--- config.mk ---
export PLATFORM = sky130hd
export DESIGN_NAME = rsa_modexp_crt_engine_unit
export DESIGN_NICKNAME = d
export VERILOG_FILES = /design/src/hdl/rsamx_pkg.sv /design/src/hdl/rsamx_cfg_regs.sv /design/src/hdl/rsamx_arith.sv /design/src/hdl/rsamx_seq.sv /design/src/hdl/rsa_modexp_crt_engine_unit.sv
export SDC_FILE = /design/constraint.sdc
export NUM_CORES = 2
export LEC_CHECK = 0
export BUFFER_PORTS_ARGS = -buffer_cell sky130_fd_sc_hd__buf_2
export CORE_UTILIZATION = 45
export CTS_CLUSTER_SIZE = 30
export DETAILED_ROUTE_END_ITERATION = 8
export SKIP_CTS_REPAIR_TIMING = 1
export SLEW_MARGIN = 40
export SYNTH_ARGS = -nofsm -noshare
export SYNTH_HDL_FRONTEND = slang
export SYNTH_HIERARCHICAL = 1
export SYNTH_SLANG_ARGS = --single-unit
--- constraint.sdc ---
create_clock -name clk -period 10.4 [get_ports clk]
set_input_delay 3.12 -clock clk [delete_from_list [all_inputs] [get_ports clk]]
set_output_delay 3.12 -clock clk [all_outputs]
set_load 0.03 [all_outputs]
--- src/hdl/rsamx_pkg.sv ---
// Shared types, constants and codes for the RSA modular exponentiation engine.
// Depends on nothing; every other file of the block imports it.
`default_nettype none

package rsamx_pkg;

    // Word widths of the modulus path and of the prime factors.
    localparam int WORD_W = 32;
    localparam int HALF_W = 16;
    localparam int STEP_W = $clog2(WORD_W);
    localparam logic [HALF_W-1:0] E_VALUE = 16'd3;

    // Configuration register indexes.
    typedef enum logic [2:0] {
        REG_MODULUS_N   = 3'd0,
        REG_PUBLIC_EXP  = 3'd1,
        REG_PRIVATE_EXP = 3'd2,
        REG_PRIME_P     = 3'd3,
        REG_PRIME_Q     = 3'd4
    } cfg_idx_t;

    // Input and result words.
    typedef struct packed {
        logic              mode;
        logic [WORD_W-1:0] data_value;
    } req_t;

    typedef struct packed {
        logic [WORD_W-1:0] result_value;
        logic              error_flag;
    } rsp_t;

    // Register file contents.
    typedef struct packed {
        logic [WORD_W-1:0] modulus_n;
        logic [HALF_W-1:0] public_exp;
        logic [WORD_W-1:0] private_exp;
        logic [HALF_W-1:0] prime_p;
        logic [HALF_W-1:0] prime_q;
    } cfg_t;

    // Operations of the shared arithmetic unit.
    typedef enum logic {
        OP_DIVMOD = 1'b0,
        OP_MULMOD = 1'b1
    } arith_op_t;

    typedef struct packed {
        logic              start;
        arith_op_t         op;
        logic [WORD_W-1:0] a;
        logic [WORD_W-1:0] b;
        logic [WORD_W-1:0] m;
    } arith_req_t;

    typedef struct packed {
        logic              done;
        logic [WORD_W-1:0] rem;
        logic [WORD_W-1:0] quot;
    } arith_rsp_t;

    // Sequencer states.
    typedef enum logic [4:0] {
        ST_IDLE,
        ST_WAIT,
        ST_OUT,
        ST_INV_START,
        ST_EU_INIT,
        ST_EU_TEST,
        ST_EU_QT,
        ST_EU_UPD,
        ST_DP_GO,
        ST_DP_SET,
        ST_DQ_GO,
        ST_DQ_SET,
        ST_PW_START,
        ST_PW_BASE,
        ST_PW_TEST,
        ST_PW_ACC,
        ST_PW_SQR,
        ST_PW_END,
        ST_RED_GO,
        ST_DIFF,
        ST_COMB
    } seq_state_t;

    // Which power is being worked out.
    typedef enum logic [1:0] {
        PH_ENC,
        PH_M1,
        PH_M2
    } phase_t;

endpackage

`default_nettype wire

--- src/hdl/rsamx_cfg_regs.sv ---
// Configuration register file of the RSA engine.
// Depends on rsamx_pkg for the register indexes and the cfg_t struct.
`default_nettype none

module rsamx_cfg_regs (
    input  wire logic                        clk,
    input  wire logic                        rst_n,
    input  wire logic                        cfg_valid,
    output logic                             cfg_ready,
    input  wire logic [2:0]                  cfg_index,
    input  wire logic [rsamx_pkg::WORD_W-1:0] cfg_data,
    output rsamx_pkg::cfg_t                  cfg
);
    import rsamx_pkg::*;

    cfg_t cfg_reg;

    // Writes are always taken.
    assign cfg_ready = 1'b1;
    assign cfg       = cfg_reg;

    // Register writes; an index beyond the list is ignored.
    always_ff @(posedge clk or negedge rst_n)
    begin
        if (!rst_n)
        begin
            cfg_reg.modulus_n   <= '0;
            cfg_reg.public_exp  <= E_VALUE;
            cfg_reg.private_exp <= '0;
            cfg_reg.prime_p     <= '0;
            cfg_reg.prime_q     <= '0;
        end
        else if (cfg_valid && cfg_ready)
        begin
            unique case (cfg_index)
                REG_MODULUS_N:   cfg_reg.modulus_n   <= cfg_data;
                REG_PUBLIC_EXP:  cfg_reg.public_exp  <= cfg_data[HALF_W-1:0];
                REG_PRIVATE_EXP: cfg_reg.private_exp <= cfg_data;
                REG_PRIME_P:     cfg_reg.prime_p     <= cfg_data[HALF_W-1:0];
                REG_PRIME_Q:     cfg_reg.prime_q     <= cfg_data[HALF_W-1:0];
                default:         ;
            endcase
        end
    end

endmodule

`default_nettype wire

--- src/hdl/rsamx_arith.sv ---
// Shared bit-serial arithmetic unit: restoring division with remainder and
// interleaved modular multiplication, one bit of the first operand per cycle.
// Depends on rsamx_pkg for the request and response structs.
`default_nettype none

module rsamx_arith (
    input  wire logic                  clk,
    input  wire logic                  rst_n,
    input  wire rsamx_pkg::arith_req_t req,
    output rsamx_pkg::arith_rsp_t      rsp
);
    import rsamx_pkg::*;

    logic              busy_reg;
    logic              done_reg;
    logic [STEP_W-1:0] cnt_reg;
    arith_op_t         op_reg;
    logic [WORD_W-1:0] acc_reg;
    logic [WORD_W-1:0] a_reg;
    logic [WORD_W-1:0] b_reg;
    logic [WORD_W-1:0] m_reg;

    logic [WORD_W-1:0] acc_next;
    logic [WORD_W-1:0] a_next;
    logic [WORD_W:0]   div_r;
    logic [WORD_W:0]   div_s;
    logic              div_ge;
    logic [WORD_W:0]   mul_d;
    logic [WORD_W:0]   mul_e;
    logic [WORD_W:0]   mul_s;
    logic [WORD_W:0]   mul_t;
    logic [WORD_W:0]   m_ext;

    // One step of either operation; the remainder stays below m for b < m, m > 0.
    always_comb
    begin
        m_ext  = {1'b0, m_reg};
        div_r  = {acc_reg, a_reg[WORD_W-1]};
        div_ge = (div_r >= m_ext);
        div_s  = div_ge ? (div_r - m_ext) : div_r;
        mul_d  = {acc_reg, 1'b0};
        mul_e  = (mul_d >= m_ext) ? (mul_d - m_ext) : mul_d;
        mul_s  = a_reg[WORD_W-1] ? (mul_e + {1'b0, b_reg}) : mul_e;
        mul_t  = (mul_s >= m_ext) ? (mul_s - m_ext) : mul_s;
        case (op_reg)
            OP_DIVMOD:
            begin
                acc_next = div_s[WORD_W-1:0];
                a_next   = {a_reg[WORD_W-2:0], div_ge};
            end
            default:
            begin
                acc_next = mul_t[WORD_W-1:0];
                a_next   = {a_reg[WORD_W-2:0], 1'b0};
            end
        endcase
    end

    // Step control.
    always_ff @(posedge clk or negedge rst_n)
    begin
        if (!rst_n)
        begin
            busy_reg <= 1'b0;
            done_reg <= 1'b0;
            cnt_reg  <= '0;
        end
        else
        begin
            done_reg <= 1'b0;
            if (req.start)
            begin
                busy_reg <= 1'b1;
                cnt_reg  <= '0;
            end
            else if (busy_reg)
            begin
                cnt_reg <= cnt_reg + 1'b1;
                if (cnt_reg == STEP_W'(WORD_W - 1))
                begin
                    busy_reg <= 1'b0;
                    done_reg <= 1'b1;
                end
            end
        end
    end

    // Operand and partial result registers.
    always_ff @(posedge clk)
    begin
        if (req.start)
        begin
            op_reg  <= req.op;
            acc_reg <= '0;
            a_reg   <= req.a;
            b_reg   <= req.b;
            m_reg   <= req.m;
        end
        else if (busy_reg)
        begin
            acc_reg <= acc_next;
            a_reg   <= a_next;
        end
    end

    assign rsp.done = done_reg;
    assign rsp.rem  = acc_reg;
    assign rsp.quot = a_reg;

`ifndef SYNTHESIS
    // A new operation is never started while one is under way.
    a_no_restart: assert property (@(posedge clk) disable iff (!rst_n)
        req.start |-> !busy_reg)
        else $error("arith unit started while busy");

    // The finished remainder or product is reduced below the modulus.
    a_reduced: assert property (@(posedge clk) disable iff (!rst_n)
        done_reg |-> (acc_reg < m_reg))
        else $error("arith result not reduced");

    // Completion comes exactly after the last step.
    a_done_end: assert property (@(posedge clk) disable iff (!rst_n)
        (busy_reg && !req.start && cnt_reg == STEP_W'(WORD_W - 1)) |=> (done_reg && !busy_reg))
        else $error("arith completion missed");
`endif

endmodule

`default_nettype wire

--- src/hdl/rsamx_seq.sv ---
// Sequencer of the RSA engine: square-and-multiply, extended Euclid and CRT
// recombination; divisions and modular products go to the shared unit.
// Depends on rsamx_pkg for states, codes and structs.
`default_nettype none

module rsamx_seq (
    input  wire logic                  clk,
    input  wire logic                  rst_n,
    input  wire rsamx_pkg::cfg_t       cfg,
    input  wire logic                  req_valid,
    output logic                       req_stall,
    input  wire rsamx_pkg::req_t       req,
    output logic                       rsp_valid,
    input  wire logic                  rsp_stall,
    output rsamx_pkg::rsp_t            rsp,
    output rsamx_pkg::arith_req_t      ar,
    input  wire rsamx_pkg::arith_rsp_t ars
);
    import rsamx_pkg::*;

    seq_state_t state_reg, state_next;
    seq_state_t ret_reg, ret_next;

    phase_t            phase_reg, phase_next;
    logic [WORD_W-1:0] data_reg, data_next;
    logic [WORD_W-1:0] base_reg, base_next;
    logic [WORD_W-1:0] acc_reg, acc_next;
    logic [WORD_W-1:0] exp_reg, exp_next;
    logic [WORD_W-1:0] mod_reg, mod_next;
    logic [HALF_W-1:0] r0_reg, r0_next;
    logic [HALF_W-1:0] r1_reg, r1_next;
    logic [HALF_W-1:0] s0_reg, s0_next;
    logic [HALF_W-1:0] s1_reg, s1_next;
    logic [HALF_W-1:0] t_reg, t_next;
    logic [HALF_W-1:0] qinv_reg, qinv_next;
    logic [HALF_W-1:0] m1_reg, m1_next;
    logic [HALF_W-1:0] m2_reg, m2_next;
    logic [WORD_W-1:0] value_reg, value_next;
    logic              err_reg, err_next;

    logic [HALF_W-1:0] p;
    logic [HALF_W-1:0] q;
    logic              req_acc;
    logic              bad_primes;
    logic [HALF_W:0]   s_sum;
    logic [HALF_W:0]   d_sum;
    logic [HALF_W-1:0] diff;
    logic [WORD_W-1:0] hq;

    assign p          = cfg.prime_p;
    assign q          = cfg.prime_q;
    assign req_acc    = req_valid && !req_stall;
    assign bad_primes = (p < HALF_W'(2)) || (q < HALF_W'(2));

    // Small helper arithmetic beside the shared unit.
    always_comb
    begin
        if (s0_reg >= ars.rem[HALF_W-1:0])
            s_sum = {1'b0, s0_reg} - {1'b0, ars.rem[HALF_W-1:0]};
        else
            s_sum = {1'b0, s0_reg} + {1'b0, p} - {1'b0, ars.rem[HALF_W-1:0]};
        d_sum = {1'b0, m1_reg} + {1'b0, p} - {1'b0, ars.rem[HALF_W-1:0]};
        diff  = (d_sum >= {1'b0, p}) ? HALF_W'(d_sum - {1'b0, p}) : d_sum[HALF_W-1:0];
        hq    = {{(WORD_W-HALF_W){1'b0}}, ars.rem[HALF_W-1:0]}
              * {{(WORD_W-HALF_W){1'b0}}, q};
    end

    // Next state.
    always_comb
    begin
        state_next = state_reg;
        ret_next   = ret_reg;
        unique case (state_reg)
            ST_IDLE:
                if (req_acc)
                begin
                    if (!req.mode)
                        state_next = (cfg.modulus_n == '0) ? ST_OUT : ST_PW_START;
                    else
                        state_next = bad_primes ? ST_OUT : ST_INV_START;
                end
            ST_WAIT:
                if (ars.done)
                    state_next = ret_reg;
            ST_OUT:
                if (!rsp_stall)
                    state_next = ST_IDLE;
            ST_INV_START:
            begin
                state_next = ST_WAIT;
                ret_next   = ST_EU_INIT;
            end
            ST_EU_INIT:
                state_next = ST_EU_TEST;
            ST_EU_TEST:
                if (r1_reg == '0)
                    state_next = (r0_reg == HALF_W'(1)) ? ST_DP_GO : ST_OUT;
                else
                begin
                    state_next = ST_WAIT;
                    ret_next   = ST_EU_QT;
                end
            ST_EU_QT:
            begin
                state_next = ST_WAIT;
                ret_next   = ST_EU_UPD;
            end
            ST_EU_UPD:
                state_next = ST_EU_TEST;
            ST_DP_GO:
            begin
                state_next = ST_WAIT;
                ret_next   = ST_DP_SET;
            end
            ST_DP_SET:
                state_next = ST_PW_START;
            ST_DQ_GO:
            begin
                state_next = ST_WAIT;
                ret_next   = ST_DQ_SET;
            end
            ST_DQ_SET:
                state_next = ST_PW_START;
            ST_PW_START:
                if (exp_reg == '0)
                    state_next = ST_PW_END;
                else
                begin
                    state_next = ST_WAIT;
                    ret_next   = ST_PW_BASE;
                end
            ST_PW_BASE:
                state_next = ST_PW_TEST;
            ST_PW_TEST:
                if (exp_reg == '0)
                    state_next = ST_PW_END;
                else
                begin
                    state_next = ST_WAIT;
                    ret_next   = exp_reg[0] ? ST_PW_ACC : ST_PW_SQR;
                end
            ST_PW_ACC:
            begin
                state_next = ST_WAIT;
                ret_next   = ST_PW_SQR;
            end
            ST_PW_SQR:
                state_next = ST_PW_TEST;
            ST_PW_END:
                case (phase_reg)
                    PH_M1:   state_next = ST_DQ_GO;
                    PH_M2:   state_next = ST_RED_GO;
                    default: state_next = ST_OUT;
                endcase
            ST_RED_GO:
            begin
                state_next = ST_WAIT;
                ret_next   = ST_DIFF;
            end
            ST_DIFF:
            begin
                state_next = ST_WAIT;
                ret_next   = ST_COMB;
            end
            ST_COMB:
                state_next = ST_OUT;
            default:
                state_next = ST_IDLE;
        endcase
    end

    // Datapath register updates.
    always_comb
    begin
        phase_next = phase_reg;
        data_next  = data_reg;
        base_next  = base_reg;
        acc_next   = acc_reg;
        exp_next   = exp_reg;
        mod_next   = mod_reg;
        r0_next    = r0_reg;
        r1_next    = r1_reg;
        s0_next    = s0_reg;
        s1_next    = s1_reg;
        t_next     = t_reg;
        qinv_next  = qinv_reg;
        m1_next    = m1_reg;
        m2_next    = m2_reg;
        value_next = value_reg;
        err_next   = err_reg;
        case (state_reg)
            ST_IDLE:
                if (req_acc)
                begin
                    data_next  = req.data_value;
                    value_next = '0;
                    err_next   = 1'b0;
                    if (!req.mode)
                    begin
                        phase_next = PH_ENC;
                        base_next  = req.data_value;
                        exp_next   = {{(WORD_W-HALF_W){1'b0}}, cfg.public_exp};
                        mod_next   = cfg.modulus_n;
                        err_next   = (cfg.modulus_n == '0);
                    end
                    else
                        err_next = bad_primes;
                end
            ST_EU_INIT:
            begin
                r0_next = p;
                r1_next = ars.rem[HALF_W-1:0];
                s0_next = '0;
                s1_next = HALF_W'(1);
            end
            ST_EU_TEST:
                if (r1_reg == '0)
                begin
                    qinv_next = s0_reg;
                    err_next  = (r0_reg != HALF_W'(1));
                end
            ST_EU_QT:
                t_next = ars.rem[HALF_W-1:0];
            ST_EU_UPD:
            begin
                r0_next = r1_reg;
                r1_next = t_reg;
                s0_next = s1_reg;
                s1_next = s_sum[HALF_W-1:0];
            end
            ST_DP_SET:
            begin
                phase_next = PH_M1;
                exp_next   = ars.rem;
                base_next  = data_reg;
                mod_next   = {{(WORD_W-HALF_W){1'b0}}, p};
            end
            ST_DQ_SET:
            begin
                phase_next = PH_M2;
                exp_next   = ars.rem;
                base_next  = data_reg;
                mod_next   = {{(WORD_W-HALF_W){1'b0}}, q};
            end
            ST_PW_START:
                if (exp_reg == '0)
                    acc_next = WORD_W'(1);
            ST_PW_BASE:
            begin
                base_next = ars.rem;
                acc_next  = (mod_reg == WORD_W'(1)) ? '0 : WORD_W'(1);
            end
            ST_PW_ACC:
                acc_next = ars.rem;
            ST_PW_SQR:
            begin
                base_next = ars.rem;
                exp_next  = exp_reg >> 1;
            end
            ST_PW_END:
                case (phase_reg)
                    PH_M1:   m1_next    = acc_reg[HALF_W-1:0];
                    PH_M2:   m2_next    = acc_reg[HALF_W-1:0];
                    default: value_next = acc_reg;
                endcase
            ST_COMB:
                value_next = {{(WORD_W-HALF_W){1'b0}}, m2_reg} + hq;
            default:
                ;
        endcase
    end

    // Outputs: arithmetic requests, handshakes and the result word.
    always_comb
    begin
        ar.start = 1'b0;
        ar.op    = OP_DIVMOD;
        ar.a     = '0;
        ar.b     = '0;
        ar.m     = WORD_W'(1);
        unique case (state_reg)
            ST_INV_START:
            begin
                ar.start = 1'b1;
                ar.a     = {{(WORD_W-HALF_W){1'b0}}, q};
                ar.m     = {{(WORD_W-HALF_W){1'b0}}, p};
            end
            ST_EU_TEST:
            begin
                ar.start = (r1_reg != '0);
                ar.a     = {{(WORD_W-HALF_W){1'b0}}, r0_reg};
                ar.m     = {{(WORD_W-HALF_W){1'b0}}, r1_reg};
            end
            ST_EU_QT:
            begin
                ar.start = 1'b1;
                ar.op    = OP_MULMOD;
                ar.a     = {{(WORD_W-HALF_W){1'b0}}, ars.quot[HALF_W-1:0]};
                ar.b     = {{(WORD_W-HALF_W){1'b0}}, s1_reg};
                ar.m     = {{(WORD_W-HALF_W){1'b0}}, p};
            end
            ST_DP_GO:
            begin
                ar.start = 1'b1;
                ar.a     = cfg.private_exp;
                ar.m     = {{(WORD_W-HALF_W){1'b0}}, HALF_W'(p - 1'b1)};
            end
            ST_DQ_GO:
            begin
                ar.start = 1'b1;
                ar.a     = cfg.private_exp;
                ar.m     = {{(WORD_W-HALF_W){1'b0}}, HALF_W'(q - 1'b1)};
            end
            ST_PW_START:
            begin
                ar.start = (exp_reg != '0);
                ar.a     = base_reg;
                ar.m     = mod_reg;
            end
            ST_PW_TEST:
            begin
                ar.start = (exp_reg != '0);
                ar.op    = OP_MULMOD;
                ar.a     = exp_reg[0] ? acc_reg : base_reg;
                ar.b     = base_reg;
                ar.m     = mod_reg;
            end
            ST_PW_ACC:
            begin
                ar.start = 1'b1;
                ar.op    = OP_MULMOD;
                ar.a     = base_reg;
                ar.b     = base_reg;
                ar.m     = mod_reg;
            end
            ST_RED_GO:
            begin
                ar.start = 1'b1;
                ar.a     = {{(WORD_W-HALF_W){1'b0}}, m2_reg};
                ar.m     = {{(WORD_W-HALF_W){1'b0}}, p};
            end
            ST_DIFF:
            begin
                ar.start = 1'b1;
                ar.op    = OP_MULMOD;
                ar.a     = {{(WORD_W-HALF_W){1'b0}}, qinv_reg};
                ar.b     = {{(WORD_W-HALF_W){1'b0}}, diff};
                ar.m     = {{(WORD_W-HALF_W){1'b0}}, p};
            end
            default:
                ;
        endcase
        req_stall        = (state_reg != ST_IDLE);
        rsp_valid        = (state_reg == ST_OUT);
        rsp.result_value = err_reg ? '0 : value_reg;
        rsp.error_flag   = err_reg;
    end

    // Control registers.
    always_ff @(posedge clk or negedge rst_n)
    begin
        if (!rst_n)
        begin
            state_reg <= ST_IDLE;
            ret_reg   <= ST_IDLE;
        end
        else
        begin
            state_reg <= state_next;
            ret_reg   <= ret_next;
        end
    end

    // Working registers.
    always_ff @(posedge clk)
    begin
        phase_reg <= phase_next;
        data_reg  <= data_next;
        base_reg  <= base_next;
        acc_reg   <= acc_next;
        exp_reg   <= exp_next;
        mod_reg   <= mod_next;
        r0_reg    <= r0_next;
        r1_reg    <= r1_next;
        s0_reg    <= s0_next;
        s1_reg    <= s1_next;
        t_reg     <= t_next;
        qinv_reg  <= qinv_next;
        m1_reg    <= m1_next;
        m2_reg    <= m2_next;
        value_reg <= value_next;
        err_reg   <= err_next;
    end

endmodule

`default_nettype wire

--- src/hdl/rsa_modexp_crt_engine_unit.sv ---
// RSA modular exponentiation engine with CRT decryption, 32-bit words.
// Channels: req (mode, data_value) with req_valid/req_stall, rsp
// (result_value, error_flag) with rsp_valid/rsp_stall; a word moves at an
// edge where valid is high and stall is low.
// Configuration: cfg_valid/cfg_ready with cfg_index and cfg_data; indexes
// 0 modulus_n, 1 public_exp, 2 private_exp, 3 prime_p, 4 prime_q.
// One word is processed at a time; req_stall is high from acceptance until
// the result word has been taken. The divisions and modular products all run
// on one bit-serial arithmetic unit. Encrypt runs one base reduction, then a
// squaring for each exponent bit and a product for each one bit. Decrypt runs
// the Euclid loop (two operations per quotient step), two reductions of d,
// two powers over up to 16 exponent bits and a final reduction and product.
// Errors (zero modulus, a prime below two, no inverse) finish early with a
// zero result and error_flag set.
// Reset clears the sequencer to idle and the configuration registers to their
// defaults (public_exp = 3). While rsp_stall is high the result word is held.
// Depends on rsamx_pkg, rsamx_cfg_regs, rsamx_arith and rsamx_seq.
`default_nettype none

module rsa_modexp_crt_engine_unit (
    input  wire logic                         clk,
    input  wire logic                         rst_n,
    input  wire logic                         req_valid,
    output logic                              req_stall,
    input  wire rsamx_pkg::req_t              req,
    output logic                              rsp_valid,
    input  wire logic                         rsp_stall,
    output rsamx_pkg::rsp_t                   rsp,
    input  wire logic                         cfg_valid,
    output logic                              cfg_ready,
    input  wire logic [2:0]                   cfg_index,
    input  wire logic [rsamx_pkg::WORD_W-1:0] cfg_data
);
    import rsamx_pkg::*;

    cfg_t       cfg;
    arith_req_t ar;
    arith_rsp_t ars;

    // Register file.
    rsamx_cfg_regs u_cfg (
        .clk       (clk),
        .rst_n     (rst_n),
        .cfg_valid (cfg_valid),
        .cfg_ready (cfg_ready),
        .cfg_index (cfg_index),
        .cfg_data  (cfg_data),
        .cfg       (cfg)
    );

    // Shared arithmetic unit.
    rsamx_arith u_arith (
        .clk   (clk),
        .rst_n (rst_n),
        .req   (ar),
        .rsp   (ars)
    );

    // Sequencer.
    rsamx_seq u_seq (
        .clk       (clk),
        .rst_n     (rst_n),
        .cfg       (cfg),
        .req_valid (req_valid),
        .req_stall (req_stall),
        .req       (req),
        .rsp_valid (rsp_valid),
        .rsp_stall (rsp_stall),
        .rsp       (rsp),
        .ar        (ar),
        .ars       (ars)
    );

endmodule

`default_nettype wire

==> flow_metrics.env <==
export IMPL_wl_per_cell_um=27.0
export IMPL_synth_compound_area_share_pct=14.4
export IMPL_clkSinkCount=581
export IMPL_initial_utilization_pct=45.4
export IMPL_hpwlAfterDp_um=121000
export IMPL_synthFlopType="edfxtp_1"
export IMPL_insertion_delay_ps=630
export IMPL_end_kind="register"
export IMPL_num_rows=116
export IMPL_grt_overflow=0
export IMPL_cts_root_buf="clkbuf_16"
export IMPL_grt_max_degree=82
export IMPL_yosys_top_cells_count="inv_1, nand2_1, edfxtp_1"
export IMPL_crit_type="reg -> reg"
export IMPL_synth_fa_ha_area_share_pct=18.5
export IMPL_setup_viol=0
export IMPL_numPortBuffers=107
export IMPL_ys_warn_count=6
export IMPL_drc=0
export IMPL_period_needed_ps=8880
export IMPL_via_count=36700
export IMPL_synthMuxAreaShare_pct=6.52
export IMPL_synth_top_family_by_area="adder cells"
export IMPL_worst_setup_path_start_kind="register"
export IMPL_synth_cells=4569
export IMPL_avgSynthCellArea_um2=9.91
export IMPL_rsz0062_at_grt="false"
export IMPL_skew_ps=26.6
export IMPL_first_global_vias=35500
export IMPL_crit_fanout=15
export IMPL_via_per_inst=6.16
export IMPL_synth_top_cell_by_area="edfxtp_1"
export IMPL_cts_tree="done"
export IMPL_gp_congestion=1.01
export IMPL_die_y_um=319
export IMPL_grt_use_total_pct=31.3
export IMPL_core_area_mm2=0.0999
export IMPL_relSlewSlack_pct=36.4
export IMPL_grt_pass1_wl_um=236000
export IMPL_report_final_slew_viol_count=0
export IMPL_nets=5199
export IMPL_outcome="finished, final reports clean"
export IMPL_synth_xor_xnor_area_share_pct=4.10
export IMPL_clk_path_buf_depth=3
export IMPL_synth_simple_gate_area_share_pct=13.4
export IMPL_ys_seq_elements=581
export IMPL_largest_register_ffs=112
export IMPL_area_growth_pct=9.95
export IMPL_tns_ps=0
export IMPL_yosys_cell_count_top_type="inv_1"
export IMPL_ioPinCount=109
export IMPL_clkSlewWorstSetupHoldPaths_ps=60
export IMPL_cap_violations=0
export IMPL_die_area_mm2=0.102
export IMPL_cp_data_arrival_time_ps=9400
export IMPL_first_pass_iters=9
export IMPL_cp_required_ps=10910
export IMPL_tightest_slew_ps=945
export IMPL_synthDistinctLibCells=101
export IMPL_synth_edf_count=420
export IMPL_hold_violations=0
export IMPL_hp_class="reg -> reg"
export IMPL_antenna_left=0
export IMPL_netlist_top_cells_area="edfxtp_1, fa_1, ha_1"
export IMPL_fmax_mhz=113
export IMPL_wirelength_um=161000
export IMPL_drive_gt1_share_pct=11.5
export IMPL_synth_top_area_share_pct=27.8
export IMPL_synth_nets=5162
export IMPL_cts_htree_levels=3
export IMPL_fin_crit_sh_pct=85.4
export IMPL_syn_area_mm2=0.0453
export IMPL_yosysSeqAreaShare_pct=36.4
export IMPL_async_flop_share_pct=22.2
export IMPL_antenna_found_initial=7
export IMPL_drt_iter0_markers=4369
export IMPL_cts_buffers=67
export IMPL_die_width_um=319
routing by layer:
metal  vias to the layer above  share of wire, %  GRT usage [%]
li1                      16100                 -              -
met1                     18400                42           44.1
met2                      1824                45           48.8
met3                       281               9.4           5.33
met4                         8               3.4           10.3
met5                         -             0.035              0
final timing paths:
check / start / to / slack, ps / cells past startpoint
setup / recovery: u_arith/acc_reg[21] / u_arith/acc_reg[29] / 1520 / 27
hold / removal: u_seq/s0_reg[0] / u_seq/qinv_reg[0] / 490 / 0
setup reg to reg: u_arith/acc_reg[21] / u_arith/acc_reg[29] / 1520 / 27
hold reg to reg: u_seq/s0_reg[0] / u_seq/qinv_reg[0] / 490 / 0
max in group asynchronous: rst_n / u_cfg/cfg[109] / 6610 / 2
min in group asynchronous: rst_n / u_cfg/cfg[34] / 2520 / 1
cell families after synthesis:
logic type | Yosys count
flops | 581
fa+ha+maj | 520
buf+inv | 765
mux | 265
xor+xnor | 212
compound gates | 974
simple gates | 1251
other cells | 1
stage by stage:
step / area, um2 / setup WS, ps / cells / util [%] / hold slack (ps)
5_1_grt: 49800 / 1060 / 5958 / 49.9 / 493
6_report: 49800 / 1520 / 5959 / 49.9 / 490
4_1_cts: 49800 / 1690 / 5958 / 49.9 / 485
3_5_place_dp: 47500 / 1730 / 5835 / 47.5 / 458
3_3_place_gp: 47300 / 1680 / 5825 / 47.3 / 460
2_1_floorplan: 45300 / 3300 / 4569 / - / 426
worst max-delay path, cell delays in order (launching register included):
cell	delay, ps
dfxtp_1	420
ha_1	570
nand4_1	220
or4_4	580
or3_1	380
o22ai_2	230
nor2_4	160
mux2i_1	340
inv_1	80
ha_1	300
a211oi_1	70
o21ai_0	520
a211oi_1	310
o32ai_1	820
a21oi_1	340
nor2_1	200
xor2_1	80
mux2_2	280
ha_1	340
a21o_1	210
a221oi_1	340
nor2b_1	130
a21o_1	190
a311o_1	350
a21boi_1	260
o21a_1	560
nor3_1	130
a311o_1	350
cells in the final DEF (no fill, tap or decap), types with 20 or more instances in the layout:
cell type and count:
xnor2_1 124, mux2_2 122, dfrtp_1 125, nand3_1 61, edfxtp_1 420, o221ai_1 26
and3_1 56, dfxtp_1 32, buf_4 90, mux2_1 38, nand2_1 481, a22oi_1 99
nor2b_1 54, nor4_1 43, clkbuf_16 72, buf_2 106, a21oi_1 226, o21ai_0 211
o21a_1 44, inv_1 522, and2_1 163, a21o_1 78, ha_1 273, nor2_1 186
nand2b_1 20, fa_1 247, nor3_1 68, a22o_1 25, o21bai_1 25, mux2i_1 85
nand4_1 45, xor2_1 88, a222oi_1 60, mux2_4 20
cell type report:
type,instances,area (um2)
Antenna cell,1,2.50
Clock buffer,91,1960
Fill cell,9292,50000
Tap cell,1298,1620
Multi-Input combinational cell,3223,26000
Clock inverter,32,373
Timing Repair Buffer,208,1410
Sequential cell,581,16500
Inverter,525,1970
Power is left out: the tool's default activity adds up to more than one toggle a clock period on the data nets, which glitch-free logic cannot reach.
